[src/sv/ple_pkg.sv]
`timescale 1ns / 1ps
// ----------------------------------------------------------------------------
// ple_pkg
// Shared codes and controller/datapath interface types of the list engine.
// ----------------------------------------------------------------------------
package ple_pkg;

  localparam int ReqW   = 3;
  localparam int ValW   = 32;
  localparam int PosW   = 7;
  localparam int StatW  = 2;

  typedef enum logic [ReqW-1:0] {
    REQ_INS_FRONT = 3'd0,
    REQ_INS_BACK  = 3'd1,
    REQ_INS_POS   = 3'd2,
    REQ_DEL_FRONT = 3'd3,
    REQ_DEL_BACK  = 3'd4,
    REQ_DEL_POS   = 3'd5,
    REQ_READ_ALL  = 3'd6,
    REQ_NONE      = 3'd7
  } req_t;

  typedef enum logic [StatW-1:0] {
    ST_OK     = 2'd0,
    ST_BADPOS = 2'd1,
    ST_EMPTY  = 2'd2,
    ST_FULL   = 2'd3
  } status_t;

  typedef struct packed {
    logic latch;
    logic exec;
    logic read_step;
  } dp_cmd_t;

  typedef struct packed {
    logic out_free;
    logic rd_go;
    logic read_last;
  } dp_sts_t;

endpackage

[src/sv/ple_ctrl.sv]
`timescale 1ns / 1ps
// ----------------------------------------------------------------------------
// ple_ctrl
// Request sequencer: accepts an item, runs it, then steps any read-out.
// ----------------------------------------------------------------------------
module ple_ctrl (
  input  logic             clk,
  input  logic             rst_n,
  input  logic             in_valid,
  output logic             in_stall,
  output ple_pkg::dp_cmd_t cmd,
  input  ple_pkg::dp_sts_t sts
);
  import ple_pkg::*;

  typedef enum logic [1:0] {
    S_IDLE,
    S_EXEC,
    S_READ
  } state_t;

  state_t state_r;
  logic   in_stall_r;
  logic   accept;

  assign in_stall = in_stall_r;
  assign accept   = in_valid && !in_stall_r;

  always_comb begin
    cmd.latch     = accept;
    cmd.exec      = (state_r == S_EXEC) && sts.out_free;
    cmd.read_step = (state_r == S_READ) && sts.out_free;
  end

  always_ff @(posedge clk) begin
    if (!rst_n) begin
      state_r    <= S_IDLE;
      in_stall_r <= 1'b0;
    end else begin
      case (state_r)
        S_IDLE: begin
          if (accept) begin
            state_r    <= S_EXEC;
            in_stall_r <= 1'b1;
          end
        end
        S_EXEC: begin
          if (sts.out_free) begin
            if (sts.rd_go) begin
              state_r <= S_READ;
            end else begin
              state_r    <= S_IDLE;
              in_stall_r <= 1'b0;
            end
          end
        end
        S_READ: begin
          if (sts.out_free && sts.read_last) begin
            state_r    <= S_IDLE;
            in_stall_r <= 1'b0;
          end
        end
        default: begin
          state_r    <= S_IDLE;
          in_stall_r <= 1'b0;
        end
      endcase
    end
  end

endmodule

[src/sv/ple_dpath.sv]
`timescale 1ns / 1ps
// ----------------------------------------------------------------------------
// ple_dpath
// Shifting cell chain, element count and result register of the list engine.
// ----------------------------------------------------------------------------
module ple_dpath #(
  parameter int CAPACITY = 16
) (
  input  logic                        clk,
  input  logic                        rst_n,
  input  ple_pkg::dp_cmd_t            cmd,
  output ple_pkg::dp_sts_t            sts,
  input  logic [ple_pkg::ReqW-1:0]    in_req_type,
  input  logic signed [ple_pkg::ValW-1:0] in_value,
  input  logic [ple_pkg::PosW-1:0]    in_position,
  output logic                        out_valid,
  input  logic                        out_stall,
  output logic [ple_pkg::StatW-1:0]   out_status,
  output logic signed [ple_pkg::ValW-1:0] out_element,
  output logic [ple_pkg::PosW-1:0]    out_element_index,
  output logic [ple_pkg::PosW-1:0]    out_item_count,
  output logic                        out_last
);
  import ple_pkg::*;

  localparam int CW = $clog2(CAPACITY + 1);
  localparam logic [PosW-1:0] CapP = PosW'(CAPACITY);

  logic signed [ValW-1:0] cell_r   [CAPACITY];
  logic signed [ValW-1:0] cell_nxt [CAPACITY];
  logic [CW-1:0]          cnt_r, cnt_nxt;
  logic [ReqW-1:0]        req_r;
  logic signed [ValW-1:0] val_r;
  logic [PosW-1:0]        pos_r;
  logic [PosW-1:0]        rd_idx_r;

  logic                   out_valid_r;
  logic [StatW-1:0]       out_status_r;
  logic signed [ValW-1:0] out_element_r;
  logic [PosW-1:0]        out_index_r;
  logic [PosW-1:0]        out_count_r;
  logic                   out_last_r;

  logic [PosW-1:0] cnt7, rd_idx_inc, k;
  logic            do_ins, do_del, load;
  status_t         st;

  assign cnt7       = PosW'(cnt_r);
  assign rd_idx_inc = rd_idx_r + 1'b1;

  always_comb begin
    st     = ST_OK;
    do_ins = 1'b0;
    do_del = 1'b0;
    k      = '0;
    case (req_t'(req_r))
      REQ_INS_FRONT, REQ_INS_BACK, REQ_INS_POS: begin
        if (cnt7 == CapP) begin
          st = ST_FULL;
        end else if (req_t'(req_r) == REQ_INS_FRONT) begin
          do_ins = 1'b1;
        end else if (req_t'(req_r) == REQ_INS_BACK) begin
          do_ins = 1'b1;
          k      = cnt7;
        end else if (pos_r == '0 || pos_r > cnt7 + 1'b1) begin
          st = ST_BADPOS;
        end else begin
          do_ins = 1'b1;
          k      = pos_r - 1'b1;
        end
      end
      REQ_DEL_FRONT: begin
        if (cnt7 == '0) st = ST_EMPTY;
        else do_del = 1'b1;
      end
      REQ_DEL_BACK: begin
        if (cnt7 == '0) begin
          st = ST_EMPTY;
        end else begin
          do_del = 1'b1;
          k      = cnt7 - 1'b1;
        end
      end
      REQ_DEL_POS: begin
        if (pos_r == '0 || pos_r > cnt7) begin
          st = ST_BADPOS;
        end else begin
          do_del = 1'b1;
          k      = pos_r - 1'b1;
        end
      end
      REQ_READ_ALL: begin
        if (cnt7 == '0) st = ST_EMPTY;
      end
      default: st = ST_OK;
    endcase
  end

  always_comb begin
    sts.out_free  = !out_valid_r || !out_stall;
    sts.rd_go     = (req_t'(req_r) == REQ_READ_ALL) && (cnt7 != '0);
    sts.read_last = (rd_idx_inc == cnt7);
  end

  // cell chain: insert shifts up, delete shifts down, read-out rotates
  always_comb begin
    cnt_nxt = cnt_r;
    for (int i = 0; i < CAPACITY; i++) begin
      cell_nxt[i] = cell_r[i];
    end
    if (cmd.exec && do_ins) begin
      cnt_nxt = cnt_r + 1'b1;
      for (int i = 0; i < CAPACITY; i++) begin
        if (PosW'(i) == k) begin
          cell_nxt[i] = val_r;
        end else if (i > 0 && PosW'(i) > k && PosW'(i) <= cnt7) begin
          cell_nxt[i] = cell_r[(i > 0) ? i - 1 : 0];
        end
      end
    end else if (cmd.exec && do_del) begin
      cnt_nxt = cnt_r - 1'b1;
      for (int i = 0; i < CAPACITY; i++) begin
        if (i < CAPACITY - 1 && PosW'(i) >= k && PosW'(i) + 1'b1 < cnt7) begin
          cell_nxt[i] = cell_r[(i < CAPACITY - 1) ? i + 1 : i];
        end
      end
    end else if (cmd.read_step) begin
      for (int i = 0; i < CAPACITY; i++) begin
        if (PosW'(i) + 1'b1 == cnt7) begin
          cell_nxt[i] = cell_r[0];
        end else if (i < CAPACITY - 1 && PosW'(i) + 1'b1 < cnt7) begin
          cell_nxt[i] = cell_r[(i < CAPACITY - 1) ? i + 1 : i];
        end
      end
    end
  end

  assign load = (cmd.exec && !sts.rd_go) || cmd.read_step;

  always_ff @(posedge clk) begin
    if (!rst_n) begin
      cnt_r       <= '0;
      out_valid_r <= 1'b0;
    end else begin
      cnt_r <= cnt_nxt;
      if (load) out_valid_r <= 1'b1;
      else if (!out_stall) out_valid_r <= 1'b0;
    end
  end

  always_ff @(posedge clk) begin
    for (int i = 0; i < CAPACITY; i++) begin
      cell_r[i] <= cell_nxt[i];
    end
    if (cmd.latch) begin
      req_r <= in_req_type;
      val_r <= in_value;
      pos_r <= in_position;
    end
    if (cmd.exec) begin
      rd_idx_r <= '0;
    end else if (cmd.read_step) begin
      rd_idx_r <= rd_idx_inc;
    end
    if (cmd.exec && !sts.rd_go) begin
      out_status_r  <= st;
      out_element_r <= '0;
      out_index_r   <= '0;
      out_count_r   <= PosW'(cnt_nxt);
      out_last_r    <= 1'b1;
    end else if (cmd.read_step) begin
      out_status_r  <= ST_OK;
      out_element_r <= cell_r[0];
      out_index_r   <= rd_idx_inc;
      out_count_r   <= cnt7;
      out_last_r    <= sts.read_last;
    end
  end

  assign out_valid         = out_valid_r;
  assign out_status        = out_status_r;
  assign out_element       = out_element_r;
  assign out_element_index = out_index_r;
  assign out_item_count    = out_count_r;
  assign out_last          = out_last_r;

endmodule

[src/sv/positional_list_engine.sv]
`timescale 1ns / 1ps
// ----------------------------------------------------------------------------
// positional_list_engine
// Bounded ordered list of signed values with positional insert and delete.
// ----------------------------------------------------------------------------
//  channel | direction | ports
//  in      | input     | in_valid, in_stall, in_req_type, in_value, in_position
//  out     | output    | out_valid, out_stall, out_status, out_element,
//          |           | out_element_index, out_item_count, out_last
//
//  Insert, delete and other single-result requests are accepted, then update
//  the cell chain and load the result register. A read-out is accepted, then
//  rotates the chain once per element emitted. Reset clears the count and the
//  result valid; cells hold garbage until written. A stalled result holds the
//  engine in its current step.
// ----------------------------------------------------------------------------
module positional_list_engine #(
  parameter int CAPACITY = 16
) (
  input  logic                            clk,
  input  logic                            rst_n,
  input  logic                            in_valid,
  output logic                            in_stall,
  input  logic [ple_pkg::ReqW-1:0]        in_req_type,
  input  logic signed [ple_pkg::ValW-1:0] in_value,
  input  logic [ple_pkg::PosW-1:0]        in_position,
  output logic                            out_valid,
  input  logic                            out_stall,
  output logic [ple_pkg::StatW-1:0]       out_status,
  output logic signed [ple_pkg::ValW-1:0] out_element,
  output logic [ple_pkg::PosW-1:0]        out_element_index,
  output logic [ple_pkg::PosW-1:0]        out_item_count,
  output logic                            out_last
);
  import ple_pkg::*;

  dp_cmd_t cmd;
  dp_sts_t sts;

  ple_ctrl u_ctrl (
    .clk      (clk),
    .rst_n    (rst_n),
    .in_valid (in_valid),
    .in_stall (in_stall),
    .cmd      (cmd),
    .sts      (sts)
  );

  ple_dpath #(
    .CAPACITY (CAPACITY)
  ) u_dpath (
    .clk               (clk),
    .rst_n             (rst_n),
    .cmd               (cmd),
    .sts               (sts),
    .in_req_type       (in_req_type),
    .in_value          (in_value),
    .in_position       (in_position),
    .out_valid         (out_valid),
    .out_stall         (out_stall),
    .out_status        (out_status),
    .out_element       (out_element),
    .out_element_index (out_element_index),
    .out_item_count    (out_item_count),
    .out_last          (out_last)
  );

endmodule

[config.mk]
export PLATFORM = sky130hd
export DESIGN_NAME = positional_list_engine
export DESIGN_NICKNAME = d
export VERILOG_FILES = /design/src/sv/ple_pkg.sv /design/src/sv/ple_ctrl.sv /design/src/sv/ple_dpath.sv /design/src/sv/positional_list_engine.sv
export SDC_FILE = /design/constraint.sdc
export NUM_CORES = 2
export LEC_CHECK = 0
export CAP_MARGIN = 20
export CORE_UTILIZATION = 40
export CTS_CLUSTER_SIZE = 25
export DETAILED_ROUTE_END_ITERATION = 7
export DONT_BUFFER_PORTS = 1
export PLACE_DENSITY = 0.57
export SYNTH_ARGS = -nofsm -noshare
export SYNTH_HDL_FRONTEND = slang
export SYNTH_SLANG_ARGS = --single-unit
export TNS_END_PERCENT = 50
[constraint.sdc]
create_clock -name clk -period 6.3 [get_ports clk]
set_input_delay 1.26 -clock clk [delete_from_list [all_inputs] [get_ports clk]]
set_output_delay 1.26 -clock clk [all_outputs]
set_load 0.03 [all_outputs]
==> impl_metrics.toml <==
[logic_synthesis]
synth_flop_cell = "edfxtp_1"
syn_area_um2 = 35900
synthTopCellsByArea = "edfxtp_1 47%, mux2i_1 17%, nand2_1 7.9%, mux2_2 6.0%, dfxtp_1 3.1%"
async_reset_ff_share_pct = 0
yosysSeqAreaShare_pct = 50.0
synth_top_cell_area_share_pct = 46.9
synth_enable_flop_cells = 561
synth-seq-cells = 617
ys_types = 74
syn-instance-count = 3398
yosysTopAreaCell = "edfxtp_1"
synth_warnings = 0
syn_avg_cell_area_um2 = 10.6

[critical_path]
r2r_end = "u_dpath.cell_r[0][112]"
crit_arrival_ps = 5620
worst-r2r-setup-slack_ps = 960
end_kind = "register"
required_ps = 6580
crit-reg2reg-launch = "u_dpath.cnt_r[3]"
reg2reg_depth = 15
start_kind = "register"
crit_type = "register to register"
worstPathMaxFanout = 17

[route]
num_vias = 26600
drt-total-wl_um = 117000
via_per_inst = 5.96
drt_iter0_markers = 2931
drtAntennaViolNets = 0
drcViolationCount = 2
detail_route.wl_per_cell_um = 26.2
drt_pass1_iterations = 8

[sta]
fmax_mhz = 187
finalHoldViolCount = 0
rsz0062_at_grt = "false"
slew_headroom_pct = 23.7
fin_crit_ps = 5340
fin_crit_sh_pct = 84.7
tns_ps = 0
whs_ps = 482
slew_viol_final = 0
fin_skew_ps = 25.2
max_slew.worst_pin.slew_ps = 1140
setup_viol = 0

[cts]
htreeDepth = 3
cts_root_buffer = "clkbuf_16"
cts_max_path_buffers = 3
cts.clk_slew.worst_paths_ps = 60
cts_tree = "done"
clk_latency_ps = 640
cts_post_setup_buffers_inserted = 0
clock_sinks = 617
ctsHoldBuffers = 0
cts_buffers = 73
cts-resized-gates = 0

[placed_design]
hpwl_um = 68400
gp_congestion = 0.871
io_buffers = 0

[die]
fp.dieH_um = 302
coreArea_um2 = 88600
die_area_um2 = 91000
initial_core_util_pct = 40.5
rows = 109
die_w_um = 302
pin_count = 97

[global_routing]
track_usage_pct = 25.3
antenna_found_initial = 1
grt_overflow = 0
grt_pass1_vias = 25800
grt_pass1_wl_um = 172000
grt_max_degree = 205

[finish]
fillers = 8325
final_common_cell = "nand2_1"
syn2layout_area_growth_pct = 9.74
fin_util_pct = 44.5
diodes = 0
drive_gt1_share_pct = 14.1
final_cell_mix = "751 x nand2_1, 608 x mux2i_1, 561 x edfxtp_1, 210 x o21ai_0, 192 x mux2_2"
nets = 3300

[worst_hold_path]
hold_end = "u_dpath.rd_idx_r[1]"
holdPathStages = 2
hold_class = "register to register"
min_from = "u_dpath.rd_idx_r[1]"

[pwr]
irDropWorstVdd_uv = 268
power_leakage_nw = 16.7
p_per_area_nw_per_um2 = 266

[run]
cap_viol_max_count = 0

[outcome]
status = "finished with violations"
violations = "DRC"
power breakdown:
| group | internal (mW) | switching (mW) |
|---|---|---|
| combinational | 0.351 | 0.624 |
| clock | 2.34 | 1.80 |
| sequential | 4.77 | 0.579 |
critical path, stage by stage, from the launching register on:
cell and delay, ps:
dfxtp_1 530, inv_1 300, nor2_1 370, nand2_1 120, xnor2_1 230, ha_1 290, nand4b_1 130, a21oi_1 50
o22ai_1 210, and3b_1 310, a221o_1 470, nor2b_1 520, or3_1 190, a32oi_1 130, a21oi_4 620, buf_4 450
cell type report:
class / instances / area (µm²) / area share [%]
Sequential cell: 617 / 18000 / 45.6
Multi-Input combinational cell: 2416 / 16800 / 42.5
Clock inverter: 21 / 196 / 0.498
Tap cell: 1165 / 1460 / 3.70
Clock buffer: 113 / 2060 / 5.22
Timing Repair Buffer: 82 / 803 / 2.04
Inverter: 44 / 165 / 0.419
cell usage after synthesis, types with 12 or more instances:
master,count
and3_1,38
inv_1,42
a21oi_1,136
a31oi_1,40
o21ai_1,42
clkbuf_1,243
buf_4,16
o22ai_1,38
nand2_1,760
nor3_1,15
buf_1,24
o21ai_0,211
mux2i_1,608
dfxtp_1,56
nor2_1,48
buf_2,34
mux2_2,192
a32oi_1,66
nand3_1,17
a21oi_2,30
xnor2_1,12
edfxtp_1,561
ha_1,20
metal layers:
| metal | global-route usage, % | vias to the layer above | share of wire [%] |
|---|---|---|---|
| li1 | - | 12100 | - |
| met1 | 35.1 | 13100 | 44 |
| met2 | 39.4 | 1123 | 45 |
| met3 | 4.14 | 215 | 7.2 |
| met4 | 9.69 | 0 | 3.5 |
| met5 | 0 | - | 0 |
logic make-up after synthesis:
kind of cell / synth area share, %
AO/OA/AOI/OAI: 10.5
XOR/XNOR: 0.536
adder cells (fa/ha/maj): 0.697
buffers and inverters: 4.21
flip-flops: 50.0
multiplexers: 23.0
other: 0.0104
AND/OR/NAND/NOR: 11.1
registers in the layout, summed over array words and instances (netlist names):
signal and count:
u_dpath.cell_r 512, u_dpath.out_element 32, u_dpath.val_r 32, u_dpath.out_element_index 7, u_dpath.pos_r 7, u_dpath.rd_idx_r 7
u_dpath.cnt_r 5, u_dpath.out_item_count 5, u_dpath.req_r 3, u_ctrl.state_r 2, u_dpath.out_status 2, u_ctrl.in_stall 1
u_dpath.out_last 1, u_dpath.out_valid 1
through the flow:
| stage | cells | power, mW | setup WS, ps | area [µm²] |
|---|---|---|---|---|
| CTS | 4457 | 10.6 | 1070 | 39400 |
| global placement | 4322 | 6.39 | 1150 | 37100 |
| floorplan | 3399 | 6.01 | -18.3 | 35900 |
| finish | 4458 | 10.5 | 964 | 39400 |
| detailed placement | 4323 | 6.40 | 1090 | 37100 |
| global route | 4458 | 10.8 | 601 | 39400 |
worst max path at each step:
stage                     slack (ps)  cells after the start                      to             start
after floorplan                  -20                     15   u_dpath.cell_r[0][32]  u_dpath.cnt_r[0]
after global placement          1150                     14  u_dpath.cell_r[0][111]  u_dpath.cnt_r[3]
after detailed placement        1090                     14  u_dpath.cell_r[0][239]  u_dpath.cnt_r[3]
after CTS                       1070                     14  u_dpath.cell_r[0][239]  u_dpath.cnt_r[3]
after global routing             600                     14  u_dpath.cell_r[0][252]  u_dpath.cnt_r[3]
final                            960                     15  u_dpath.cell_r[0][112]  u_dpath.cnt_r[3]
Power figures use the tool's default switching activity.
